--- src/assert_macros.svh ---
// ============================================================================
// Assertion macros
// Clocked assertion shorthands shared by the console writer modules.
// ============================================================================
`ifndef ASSERT_MACROS_SVH
`define ASSERT_MACROS_SVH

// Property checked at every clock edge outside reset.
`define TCW_ASSERT(lbl, prop, msg) \
    lbl: assert property (@(posedge i_clk) disable iff (!i_rst_n) (prop)) \
        else $error(msg);

// Condition in one cycle implies expectation in the next.
`define TCW_ASSERT_NEXT(lbl, cond, nxt, msg) \
    lbl: assert property (@(posedge i_clk) disable iff (!i_rst_n) \
        (cond) |=> (nxt)) else $error(msg);

`endif

--- src/tcw_pkg.sv ---
// ============================================================================
// tcw_pkg
// Shared types and constants of the text console writer.
// ============================================================================
package tcw_pkg;

    // Default geometry and blank cell (space, light gray on black)
    localparam int COLUMNS_DEF    = 80;
    localparam int ROWS_DEF       = 25;
    localparam int BLANK_CELL_DEF = 1824;

    // Full store address wide enough for up to 32768 cells
    localparam int ADDR_MAX_W = 15;

    // Result field widths
    localparam int CHAR_W       = 8;
    localparam int COLOR_W      = 4;
    localparam int CELL_W       = 16;
    localparam int CELL_INDEX_W = 11;
    localparam int ROW_OUT_W    = 5;
    localparam int COL_OUT_W    = 7;

    localparam logic [CHAR_W-1:0] NEWLINE_CODE = 8'd10;

    // Configuration registers
    localparam int CFG_IDX_W = 2;
    localparam logic [CFG_IDX_W-1:0] CFG_FG_COLOR = 2'd0;
    localparam logic [CFG_IDX_W-1:0] CFG_BG_COLOR = 2'd1;
    localparam logic [COLOR_W-1:0]   FG_RESET     = 4'd7;
    localparam logic [COLOR_W-1:0]   BG_RESET     = 4'd0;

    // Command queue between front and back
    localparam int QUEUE_DEPTH = 2;
    localparam int QPTR_W      = (QUEUE_DEPTH > 1) ? $clog2(QUEUE_DEPTH) : 1;
    localparam int QCNT_W      = $clog2(QUEUE_DEPTH + 1);

    typedef struct packed {
        logic                    cell_written;
        logic [CELL_INDEX_W-1:0] cell_index;
        logic [CELL_W-1:0]       cell_value;
        logic [ROW_OUT_W-1:0]    cursor_row_out;
        logic [COL_OUT_W-1:0]    cursor_col_out;
        logic                    scrolled;
    } t_result;

    // One queued command: finished result plus full store address
    typedef struct packed {
        t_result               res;
        logic [ADDR_MAX_W-1:0] addr;
    } t_op;

    typedef struct packed {
        logic clearing;
    } t_back_status;

    typedef enum logic [2:0] {
        ST_CLEAR,
        ST_RUN,
        ST_SCROLL_WAIT,
        ST_COPY,
        ST_BLANK
    } t_back_state;

endpackage

--- src/tcw_ifs.sv ---
// ============================================================================
// tcw interfaces
// Valid/ready channels for characters, results and configuration writes.
// ============================================================================
interface tcw_char_if import tcw_pkg::*; ();
    logic              valid;
    logic              ready;
    logic [CHAR_W-1:0] char_code;

    modport source (output valid, output char_code, input ready);
    modport sink   (input valid, input char_code, output ready);
endinterface

interface tcw_result_if import tcw_pkg::*; ();
    logic                    valid;
    logic                    ready;
    logic                    cell_written;
    logic [CELL_INDEX_W-1:0] cell_index;
    logic [CELL_W-1:0]       cell_value;
    logic [ROW_OUT_W-1:0]    cursor_row_out;
    logic [COL_OUT_W-1:0]    cursor_col_out;
    logic                    scrolled;

    modport source (output valid, output cell_written, output cell_index,
                    output cell_value, output cursor_row_out,
                    output cursor_col_out, output scrolled, input ready);
    modport sink   (input valid, input cell_written, input cell_index,
                    input cell_value, input cursor_row_out,
                    input cursor_col_out, input scrolled, output ready);
endinterface

interface tcw_cfg_if import tcw_pkg::*; ();
    logic                 valid;
    logic                 ready;
    logic [CFG_IDX_W-1:0] reg_index;
    logic [COLOR_W-1:0]   wdata;

    modport source (output valid, output reg_index, output wdata, input ready);
    modport sink   (input valid, input reg_index, input wdata, output ready);
endinterface

--- src/tcw_front.sv ---
// ============================================================================
// tcw_front
// Accepts characters, tracks the cursor and colors, builds each result.
// ============================================================================
`include "assert_macros.svh"

module tcw_front import tcw_pkg::*; #(
    parameter int COLUMNS = COLUMNS_DEF,
    parameter int ROWS    = ROWS_DEF
) (
    input  logic         i_clk,
    input  logic         i_rst_n,
    tcw_char_if.sink     i_char,
    tcw_cfg_if.sink      i_cfg,
    input  logic         i_q_full,
    input  t_back_status i_stat,
    output logic         o_push,
    output t_op          o_push_op
);

    localparam int ColW = (COLUMNS > 1) ? $clog2(COLUMNS) : 1;
    localparam int RowW = $clog2(ROWS);

    logic [RowW-1:0]    r_row, n_row;
    logic [ColW-1:0]    r_col, n_col;
    logic [COLOR_W-1:0] r_fg, r_bg;

    logic                  accept, is_nl, last_col, at_bottom, wrap;
    logic [ADDR_MAX_W-1:0] lin;

    assign i_char.ready = !i_q_full && !i_stat.clearing;
    assign i_cfg.ready  = 1'b1;
    assign accept       = i_char.valid && i_char.ready;

    always_comb begin
        is_nl     = (i_char.char_code == NEWLINE_CODE);
        last_col  = (r_col == ColW'(COLUMNS - 1));
        at_bottom = (r_row == RowW'(ROWS - 1));
        lin       = ADDR_MAX_W'(r_row) * ADDR_MAX_W'(COLUMNS) + ADDR_MAX_W'(r_col);
        wrap      = is_nl || last_col;
        n_col     = wrap ? '0 : r_col + 1'b1;
        n_row     = r_row;
        if (wrap && !at_bottom) begin
            n_row = r_row + 1'b1;
        end

        o_push_op.addr               = lin;
        o_push_op.res.cell_written   = !is_nl;
        o_push_op.res.cell_index     = is_nl ? '0 : CELL_INDEX_W'(lin);
        o_push_op.res.cell_value     = is_nl ? '0 : {r_bg, r_fg, i_char.char_code};
        o_push_op.res.cursor_row_out = ROW_OUT_W'(n_row);
        o_push_op.res.cursor_col_out = COL_OUT_W'(n_col);
        o_push_op.res.scrolled       = wrap && at_bottom;
    end

    assign o_push = accept;

    always_ff @(posedge i_clk) begin
        if (!i_rst_n) begin
            r_row <= '0;
            r_col <= '0;
        end else if (accept) begin
            r_row <= n_row;
            r_col <= n_col;
        end
    end

    always_ff @(posedge i_clk) begin
        if (!i_rst_n) begin
            r_fg <= FG_RESET;
            r_bg <= BG_RESET;
        end else if (i_cfg.valid && i_cfg.ready) begin
            unique case (i_cfg.reg_index)
                CFG_FG_COLOR: r_fg <= i_cfg.wdata;
                CFG_BG_COLOR: r_bg <= i_cfg.wdata;
                default: ;  // unknown register, dropped
            endcase
        end
    end

    `TCW_ASSERT(a_cursor_in_range, (r_row <= RowW'(ROWS - 1)) && (r_col <= ColW'(COLUMNS - 1)), "cursor left the screen")

endmodule

--- src/tcw_queue.sv ---
// ============================================================================
// tcw_queue
// Short command FIFO decoupling the front from the back.
// ============================================================================
`include "assert_macros.svh"

module tcw_queue import tcw_pkg::*; (
    input  logic i_clk,
    input  logic i_rst_n,
    input  logic i_push,
    input  t_op  i_op,
    output logic o_full,
    input  logic i_pop,
    output logic o_valid,
    output t_op  o_op
);

    t_op               r_mem [QUEUE_DEPTH];
    logic [QPTR_W-1:0] r_wr_ptr, r_rd_ptr;
    logic [QCNT_W-1:0] r_count;

    assign o_full  = (r_count == QCNT_W'(QUEUE_DEPTH));
    assign o_valid = (r_count != '0);
    assign o_op    = r_mem[r_rd_ptr];

    always_ff @(posedge i_clk) begin
        if (i_push) begin
            r_mem[r_wr_ptr] <= i_op;
        end
    end

    always_ff @(posedge i_clk) begin
        if (!i_rst_n) begin
            r_wr_ptr <= '0;
            r_rd_ptr <= '0;
            r_count  <= '0;
        end else begin
            if (i_push) begin
                r_wr_ptr <= (r_wr_ptr == QPTR_W'(QUEUE_DEPTH - 1)) ? '0 : r_wr_ptr + 1'b1;
            end
            if (i_pop) begin
                r_rd_ptr <= (r_rd_ptr == QPTR_W'(QUEUE_DEPTH - 1)) ? '0 : r_rd_ptr + 1'b1;
            end
            r_count <= r_count + QCNT_W'(i_push) - QCNT_W'(i_pop);
        end
    end

    `TCW_ASSERT(a_no_overflow, !(i_push && o_full) && !(i_pop && !o_valid), "queue over/underflow")

endmodule

--- src/tcw_back.sv ---
// ============================================================================
// tcw_back
// Owns the screen store: clears it, writes cells, scrolls, issues results.
// ============================================================================
`include "assert_macros.svh"

module tcw_back import tcw_pkg::*; #(
    parameter int COLUMNS    = COLUMNS_DEF,
    parameter int ROWS       = ROWS_DEF,
    parameter int BLANK_CELL = BLANK_CELL_DEF
) (
    input  logic         i_clk,
    input  logic         i_rst_n,
    input  logic         i_q_valid,
    input  t_op          i_q_op,
    output logic         o_pop,
    output t_back_status o_stat,
    tcw_result_if.source o_res
);

    localparam int Cells = ROWS * COLUMNS;
    localparam int AW    = $clog2(Cells);
    localparam int PW    = $clog2(Cells + 1);
    localparam logic [CELL_W-1:0] Blank = CELL_W'(BLANK_CELL);

    logic [CELL_W-1:0] r_mem [Cells];
    logic [CELL_W-1:0] r_rd_data;

    t_back_state       r_state, n_state;
    logic [PW-1:0]     r_ptr, n_ptr;
    logic              r_wr_en, n_wr_en;
    logic [AW-1:0]     r_wr_addr, n_wr_addr;
    logic [CELL_W-1:0] r_wr_data, n_wr_data;
    logic              r_wr_from_rd, n_wr_from_rd;
    logic              r_out_valid, n_out_valid;
    t_result           r_out, n_out;
    logic              rd_en;
    logic [CELL_W-1:0] wr_data;

    assign wr_data = r_wr_from_rd ? r_rd_data : r_wr_data;

    // Store: one write port, one registered read port
    always_ff @(posedge i_clk) begin
        if (r_wr_en) begin
            r_mem[r_wr_addr] <= wr_data;
        end
        if (rd_en) begin
            r_rd_data <= r_mem[r_ptr[AW-1:0]];
        end
    end

    always_comb begin
        n_state      = r_state;
        n_ptr        = r_ptr;
        n_wr_en      = 1'b0;
        n_wr_addr    = r_wr_addr;
        n_wr_data    = r_wr_data;
        n_wr_from_rd = 1'b0;
        n_out_valid  = r_out_valid && !o_res.ready;
        n_out        = r_out;
        rd_en        = 1'b0;
        o_pop        = 1'b0;

        unique case (r_state)
            ST_CLEAR, ST_BLANK: begin
                n_wr_en   = 1'b1;
                n_wr_addr = r_ptr[AW-1:0];
                n_wr_data = Blank;
                if (r_ptr == PW'(Cells - 1)) begin
                    n_state = ST_RUN;
                    n_ptr   = '0;
                end else begin
                    n_ptr = r_ptr + 1'b1;
                end
            end
            ST_RUN: begin
                if (i_q_valid && (!r_out_valid || o_res.ready)) begin
                    o_pop       = 1'b1;
                    n_out_valid = 1'b1;
                    n_out       = i_q_op.res;
                    if (i_q_op.res.cell_written) begin
                        n_wr_en   = 1'b1;
                        n_wr_addr = i_q_op.addr[AW-1:0];
                        n_wr_data = i_q_op.res.cell_value;
                    end
                    if (i_q_op.res.scrolled) begin
                        n_state = ST_SCROLL_WAIT;
                    end
                end
            end
            ST_SCROLL_WAIT: begin
                // lets a pending cell write land before the copy reads
                n_ptr   = PW'(COLUMNS);
                n_state = ST_COPY;
            end
            ST_COPY: begin
                rd_en        = 1'b1;
                n_wr_en      = 1'b1;
                n_wr_from_rd = 1'b1;
                n_wr_addr    = AW'(r_ptr - PW'(COLUMNS));
                if (r_ptr == PW'(Cells - 1)) begin
                    n_state = ST_BLANK;
                    n_ptr   = PW'(Cells - COLUMNS);
                end else begin
                    n_ptr = r_ptr + 1'b1;
                end
            end
            default: n_state = ST_RUN;
        endcase
    end

    always_ff @(posedge i_clk) begin
        if (!i_rst_n) begin
            r_state     <= ST_CLEAR;
            r_ptr       <= '0;
            r_wr_en     <= 1'b0;
            r_out_valid <= 1'b0;
        end else begin
            r_state     <= n_state;
            r_ptr       <= n_ptr;
            r_wr_en     <= n_wr_en;
            r_out_valid <= n_out_valid;
        end
    end

    always_ff @(posedge i_clk) begin
        r_wr_addr    <= n_wr_addr;
        r_wr_data    <= n_wr_data;
        r_wr_from_rd <= n_wr_from_rd;
        r_out        <= n_out;
    end

    assign o_stat.clearing = (r_state == ST_CLEAR);

    assign o_res.valid          = r_out_valid;
    assign o_res.cell_written   = r_out.cell_written;
    assign o_res.cell_index     = r_out.cell_index;
    assign o_res.cell_value     = r_out.cell_value;
    assign o_res.cursor_row_out = r_out.cursor_row_out;
    assign o_res.cursor_col_out = r_out.cursor_col_out;
    assign o_res.scrolled       = r_out.scrolled;

    `TCW_ASSERT_NEXT(a_scroll_starts, o_pop && i_q_op.res.scrolled, r_state == ST_SCROLL_WAIT, "scroll not started")
    `TCW_ASSERT_NEXT(a_result_held, r_out_valid && !o_res.ready, r_out_valid && $stable(r_out), "stalled result lost")
    `TCW_ASSERT(a_no_pop_busy, o_pop |-> (r_state == ST_RUN) && (!r_out_valid || o_res.ready), "pop while busy")

endmodule

--- src/text_console_writer_top.sv ---
// ============================================================================
// text_console_writer_top
// Character terminal: prints bytes into a ROWS x COLUMNS cell screen.
// ============================================================================
//
//  Channel   Dir  Payload                                         Handshake
//  --------  ---  ----------------------------------------------  -----------
//  i_char    in   char_code[7:0] (10 = newline)                   valid/ready
//  i_cfg     in   reg_index (0 fg, 1 bg), wdata[3:0]              valid/ready
//  o_result  out  cell_written, cell_index, cell_value,           valid/ready
//                 cursor_row_out, cursor_col_out, scrolled
//
//  Ordinary characters and newlines: one transfer per cycle on each side
//  while o_result is ready and no scroll is running. After reset the screen
//  store is swept to the blank cell, one cell a cycle, with i_char not ready.
//  A scroll keeps the back busy through a wait state, the row copy and the
//  blank row on the single store port; input is taken until the queue fills.
//  o_result stalls hold the result register; the front keeps accepting
//  into the queue, so a waiting result blocks input only once the
//  two-entry queue is full.
//  i_cfg is always ready; writes to other indexes are dropped.
//
module text_console_writer_top import tcw_pkg::*; #(
    parameter int COLUMNS    = COLUMNS_DEF,
    parameter int ROWS       = ROWS_DEF,
    parameter int BLANK_CELL = BLANK_CELL_DEF
) (
    input  logic         i_clk,
    input  logic         i_rst_n,
    tcw_char_if.sink     i_char,
    tcw_cfg_if.sink      i_cfg,
    tcw_result_if.source o_result
);

    // front -> queue
    logic         push;
    t_op          push_op;
    logic         q_full;
    // queue -> back
    logic         q_valid;
    t_op          q_op;
    logic         pop;
    // back -> front: hold input during the clearing sweep
    t_back_status back_stat;

    // Cursor tracking and result build; everything the result needs is
    // known at acceptance, so the front never waits on the store.
    tcw_front #(
        .COLUMNS (COLUMNS),
        .ROWS    (ROWS)
    ) u_front (
        .i_clk     (i_clk),
        .i_rst_n   (i_rst_n),
        .i_char    (i_char),
        .i_cfg     (i_cfg),
        .i_q_full  (q_full),
        .i_stat    (back_stat),
        .o_push    (push),
        .o_push_op (push_op)
    );

    tcw_queue u_queue (
        .i_clk   (i_clk),
        .i_rst_n (i_rst_n),
        .i_push  (push),
        .i_op    (push_op),
        .o_full  (q_full),
        .i_pop   (pop),
        .o_valid (q_valid),
        .o_op    (q_op)
    );

    // Store owner: cell writes, scroll copy, blank fill, result register.
    tcw_back #(
        .COLUMNS    (COLUMNS),
        .ROWS       (ROWS),
        .BLANK_CELL (BLANK_CELL)
    ) u_back (
        .i_clk     (i_clk),
        .i_rst_n   (i_rst_n),
        .i_q_valid (q_valid),
        .i_q_op    (q_op),
        .o_pop     (pop),
        .o_stat    (back_stat),
        .o_res     (o_result)
    );

endmodule

--- src/flat_wrapper.sv ---
// flat-port wrapper written by rule: the top's interface ports become plain ports
module text_console_writer_top_flat import tcw_pkg::*;
#(
    parameter int COLUMNS    = COLUMNS_DEF,
    parameter int ROWS       = ROWS_DEF,
    parameter int BLANK_CELL = BLANK_CELL_DEF
)
  (i_clk, i_rst_n, i_char_valid, i_char_char_code, i_char_ready, i_cfg_valid, i_cfg_reg_index, i_cfg_wdata, i_cfg_ready, o_result_valid, o_result_cell_written, o_result_cell_index, o_result_cell_value, o_result_cursor_row_out, o_result_cursor_col_out, o_result_scrolled, o_result_ready);
  tcw_char_if i_char_i ();
  tcw_cfg_if i_cfg_i ();
  tcw_result_if o_result_i ();
  input  logic i_clk;
  input  logic i_rst_n;
  input wire logic [$bits(i_char_i.valid)-1:0] i_char_valid;
  input wire logic [$bits(i_char_i.char_code)-1:0] i_char_char_code;
  output wire logic [$bits(i_char_i.ready)-1:0] i_char_ready;
  input wire logic [$bits(i_cfg_i.valid)-1:0] i_cfg_valid;
  input wire logic [$bits(i_cfg_i.reg_index)-1:0] i_cfg_reg_index;
  input wire logic [$bits(i_cfg_i.wdata)-1:0] i_cfg_wdata;
  output wire logic [$bits(i_cfg_i.ready)-1:0] i_cfg_ready;
  output wire logic [$bits(o_result_i.valid)-1:0] o_result_valid;
  output wire logic [$bits(o_result_i.cell_written)-1:0] o_result_cell_written;
  output wire logic [$bits(o_result_i.cell_index)-1:0] o_result_cell_index;
  output wire logic [$bits(o_result_i.cell_value)-1:0] o_result_cell_value;
  output wire logic [$bits(o_result_i.cursor_row_out)-1:0] o_result_cursor_row_out;
  output wire logic [$bits(o_result_i.cursor_col_out)-1:0] o_result_cursor_col_out;
  output wire logic [$bits(o_result_i.scrolled)-1:0] o_result_scrolled;
  input wire logic [$bits(o_result_i.ready)-1:0] o_result_ready;
  assign i_char_i.valid = i_char_valid;
  assign i_char_i.char_code = i_char_char_code;
  assign i_char_ready = i_char_i.ready;
  assign i_cfg_i.valid = i_cfg_valid;
  assign i_cfg_i.reg_index = i_cfg_reg_index;
  assign i_cfg_i.wdata = i_cfg_wdata;
  assign i_cfg_ready = i_cfg_i.ready;
  assign o_result_valid = o_result_i.valid;
  assign o_result_cell_written = o_result_i.cell_written;
  assign o_result_cell_index = o_result_i.cell_index;
  assign o_result_cell_value = o_result_i.cell_value;
  assign o_result_cursor_row_out = o_result_i.cursor_row_out;
  assign o_result_cursor_col_out = o_result_i.cursor_col_out;
  assign o_result_scrolled = o_result_i.scrolled;
  assign o_result_i.ready = o_result_ready;
  text_console_writer_top #(.COLUMNS(COLUMNS), .ROWS(ROWS), .BLANK_CELL(BLANK_CELL)) u_core (.i_clk(i_clk), .i_rst_n(i_rst_n), .i_char(i_char_i), .i_cfg(i_cfg_i), .o_result(o_result_i));
endmodule
--- config.mk ---
export PLATFORM = sky130hd
export DESIGN_NAME = text_console_writer_top_flat
export DESIGN_NICKNAME = d
export VERILOG_FILES = /design/src/tcw_pkg.sv /design/src/tcw_ifs.sv /design/src/tcw_front.sv /design/src/tcw_queue.sv /design/src/tcw_back.sv /design/src/text_console_writer_top.sv /design/src/flat_wrapper.sv
export VERILOG_INCLUDE_DIRS = /design/src /design/src/src
export SDC_FILE = /design/constraint.sdc
export NUM_CORES = 1
export LEC_CHECK = 0
export BUFFER_PORTS_ARGS = -buffer_cell sky130_fd_sc_hd__buf_2
export CORE_ASPECT_RATIO = 0.6
export CORE_MARGIN = 2
export CORE_UTILIZATION = 64
export DETAILED_ROUTE_END_ITERATION = 10
export PLACE_DENSITY_LB_ADDON = 0.2
export SLEW_MARGIN = 10
export SYNTH_ARGS = -nofsm -noshare
export SYNTH_HDL_FRONTEND = slang
export SYNTH_SLANG_ARGS = --single-unit
--- constraint.sdc ---
create_clock -name i_clk -period 10.9 [get_ports i_clk]
set_clock_uncertainty 0.05 [all_clocks]
set_input_delay 0.545 -clock i_clk [delete_from_list [all_inputs] [get_ports i_clk]]
set_output_delay 0.545 -clock i_clk [all_outputs]
set_load 0.02 [all_outputs]
==> key figures <==
Run status
  • Status: finished, final reports clean

STA
  • Relative slew margins: 29.6%
  • Period Utilization, post-route: 24.4%
  • Final Max Tran Viols: 0
  • Worst-margin pin slew: 1.06 ns
  • Fin. Hold Viols: 0
  • RSZ-0062 raised after global routing: false
  • Clock period minus final worst setup slack: 2.66 ns
  • Final hold slack: 0.273 ns
  • FMAX: 0.375 GHz
  • Final Setup Violations: 0
  • Setup TNS: 0 ns

Synthesis
  • Synth top area cells: edfxtp_1 53%, dfxtp_1 11%, mux2_2 6.9%
  • Yosys warns: 0
  • Sequential element share of the synthesized area: 64.3%
  • Synthesized flop and latch total: 163
  • Mean Syn Cell Area: 14.2 sq um
  • Most common cell in the netlist: edfxtp_1
  • Yosys top cell area share: 52.8%
  • Area leader, netlist: edfxtp_1
  • Mapped Cells: 492
  • Post-Syn Area: 6990 sq um
  • Async SR Flop Fraction: 0%
  • Main synth FF type: edfxtp_1
  • Syn_nets: 528
  • EDFF count, synth: 123
  • Post-synth top cells: 123 x edfxtp_1, 43 x mux2_2, 40 x dfxtp_1
  • Synth cell types: 62

Power and ir drop
  • Clk pwr share: 48.9%
  • Switch Pwr: 0.269 mW
  • Max VDD drop: 125 uV
  • PD cells: 166 nW/um^2
  • Sw frac: 20.2%
  • Seq pwr share: 49.9%
  • Comb pwr share: 1.2%
  • Int Power: 1.06 mW
  • LEAKAGE: 2.94 nW

Global route
  • First-pass GRT wire length: 20600 um
  • Initial antenna violation count: 0
  • Number of global-route vias before repair: 4081
  • Largest net degree at the start of global routing: 43
  • Gr usage total: 22.7%
  • Overflow after GRT: 0

CTS
  • Post-CTS Hold Buffers: 0
  • Clock-pin slew on the worst setup and hold paths: 0.07 ns
  • CTS resizes: 0
  • Root Driver: clkbuf_16
  • Clock insertion delay at the later pin of the skew report: 0.43 ns
  • Inserted Clock Buffers: 17
  • H-tree levels: 4
  • Setup bufs post-CTS: 0
  • Clock Sink Count: 163
  • CTS max path bufs: 2
  • CTS tree: built

Min path
  • Hold Path Depth: 1
  • Min-delay worst type: input port to register
  • Hold_sp: i_char_char_code[2]
  • WHS Endpoint: u_core.u_queue.r_mem[0][28]

Worst setup path
  • CP endpoint kind: register
  • Reg2reg end: u_core.u_queue.r_mem[1][52]
  • FF-to-FF Start: u_core.u_front.r_row[1]
  • Critical Path AT: 2.79 ns
  • Worst-case reg-to-reg path depth: 8
  • Element type at the critical path start: register
  • CP max FO: 8
  • Crit Path Category: register to register
  • FF-to-FF setup slack: 8.24 ns
  • Req. time, crit path: 11.03 ns

Routing
  • DRT iter0 DRCs: 317
  • DR vias: 4106
  • Wirelength per Cell: 18.5 um
  • Routed WL: 12900 um
  • Post-route ant nets: 0
  • DR pass1 iterations: 5
  • DRC Markers: 0
  • Drt via density: 5.90

Layout
  • Share of layout cells above drive strength 1: 29.3%
  • Synth-to-Final Area Change: 14.2%
  • N_diodes: 0
  • Nets@finish: 580
  • # fillers: 615

Placed design
  • Hpwl dp: 7840 um
  • Placer Congestion: 0.820
  • PortBufs: 61

Floorplan
  • FP Rows: 29
  • Count of boundary I/O pins: 63
  • Die height: 85.0 um
  • Die area: 11800 sq um
  • Die W: 139 um
  • CORE AREA: 10600 sq um
  • Effective utilization at floorplan: 66.0%

Job
  • Max_cap viols: 0
## cell usage in the layout (no fill, tap or decap), drive strengths merged, types with 4 or more instances in the layout
| cell type | n |
|---|---|
| a211oi | 5 |
| clkbuf | 18 |
| buf | 63 |
| edfxtp | 123 |
| and3 | 4 |
| dfxtp | 40 |
| nand2b | 7 |
| ha | 15 |
| nor2 | 23 |
| o21ai | 5 |
| inv | 19 |
| a21oi | 21 |
| or3 | 6 |
| mux2i | 14 |
| a2111oi | 4 |
| nor4 | 5 |
| bufinv | 4 |
| nand4b | 5 |
| mux2 | 43 |
| xnor2 | 9 |
| xor2 | 9 |
| or4 | 4 |
| a31oi | 4 |
| and2 | 22 |
| nand3 | 15 |
| nand2 | 29 |
## flip-flops by register name (all words and copies together) (netlist names), named ones only
signal	cells
u_core.u_back.o_res.cell_index	11
u_core.u_back.o_res.cell_value	16
u_core.u_back.o_res.cell_written	1
u_core.u_back.o_res.cursor_col_out	7
u_core.u_back.o_res.cursor_row_out	5
u_core.u_back.o_res.scrolled	1
u_core.u_back.o_res.valid	1
u_core.u_back.r_ptr	11
u_core.u_back.r_state	3
u_core.u_front.r_bg	4
u_core.u_front.r_col	7
u_core.u_front.r_fg	4
u_core.u_front.r_row	5
u_core.u_queue.r_count	2
u_core.u_queue.r_mem	82
u_core.u_queue.r_rd_ptr	1
u_core.u_queue.r_wr_ptr	1
## per-layer routing
metal / track usage (%) / vias to the layer above / share of wire, %
met3: 5.64 / 19 / 5.8
li1: - / 1940 / -
met1: 31.4 / 2008 / 46
met4: 8.45 / 0 / 1.1
met2: 35.7 / 139 / 47
met5: 0 / - / 0
## cell type report
class                   instances  area, sq um  share of cell area [%]
well taps                     139          174                    2.18
clock buffers                  18          429                    5.37
inverters                      11         48.8                   0.611
multi-input cells             288         2300                    28.9
flip-flops and latches        163         4500                    56.3
repair buffers                 63          320                    4.01
clock inverters                14          215                    2.69
## metrics by stage
stage | instance area (sq um) | power (mW) | setup WS, ns | utilization (%) | std cells
6_report | 7990 | 1.33 | 8.24 | 75.4 | 696
5_1_grt | 7990 | 1.37 | 8.08 | 75.4 | 696
4_1_cts | 7990 | 1.34 | 8.24 | 75.4 | 696
3_5_place_dp | 7340 | 0.693 | 8.28 | 69.3 | 664
3_3_place_gp | 7340 | 0.692 | 8.35 | 69.3 | 664
2_1_floorplan | 6990 | 0.687 | 4.73 | - | 492
## cells by family after synthesis
group,after synthesis,synth area share [%]
adders and majority gates,17,3.26
buffers and inverters,41,2.99
xor gates and xnor gates,19,2.59
DFF,163,64.3
muxes,57,9.11
AOI/OAI and AO/OA,58,6.41
and+or+nand+nor,136,11.3
other,1,0.0536
## power groups by stage
stage	clock network (mW)	logic (mW)	registers, mW
after floorplan	0	0.0105	0.677
after global placement	0	0.0153	0.677
after detailed placement	0	0.0160	0.677
after CTS	0.661	0.0163	0.663
after global routing	0.685	0.0179	0.663
final	0.649	0.0164	0.663
## how the worst max path moves through the flow
stage / startpoint / to / slack (ns) / cells past startpoint
final: u_core.u_front.r_row[1] / u_core.u_queue.r_mem[1][52] / 8.24 / 8
after global routing: u_core.u_back.r_state[1] / u_core.u_queue.r_mem[0][18] / 8.08 / 5
after CTS: u_core.u_back.r_state[1] / u_core.u_queue.r_mem[0][18] / 8.24 / 5
after detailed placement: u_core.u_back.r_state[1] / u_core.u_queue.r_mem[0][26] / 8.28 / 5
after global placement: u_core.u_back.r_state[1] / u_core.u_queue.r_mem[0][30] / 8.35 / 5
after floorplan: u_core.u_back.r_state[0] / u_core.u_queue.r_count[1] / 4.73 / 8
## critical path: stages, from the launching register on
cell,delay [ns]
dfxtp_1,0.41
ha_1,0.33
ha_1,0.17
inv_1,0.06
fa_1,0.38
xnor2_1,0.31
nand4b_1,0.17
xor3_1,0.37
and2_1,0.18
(Power assumes the default switching activity.)
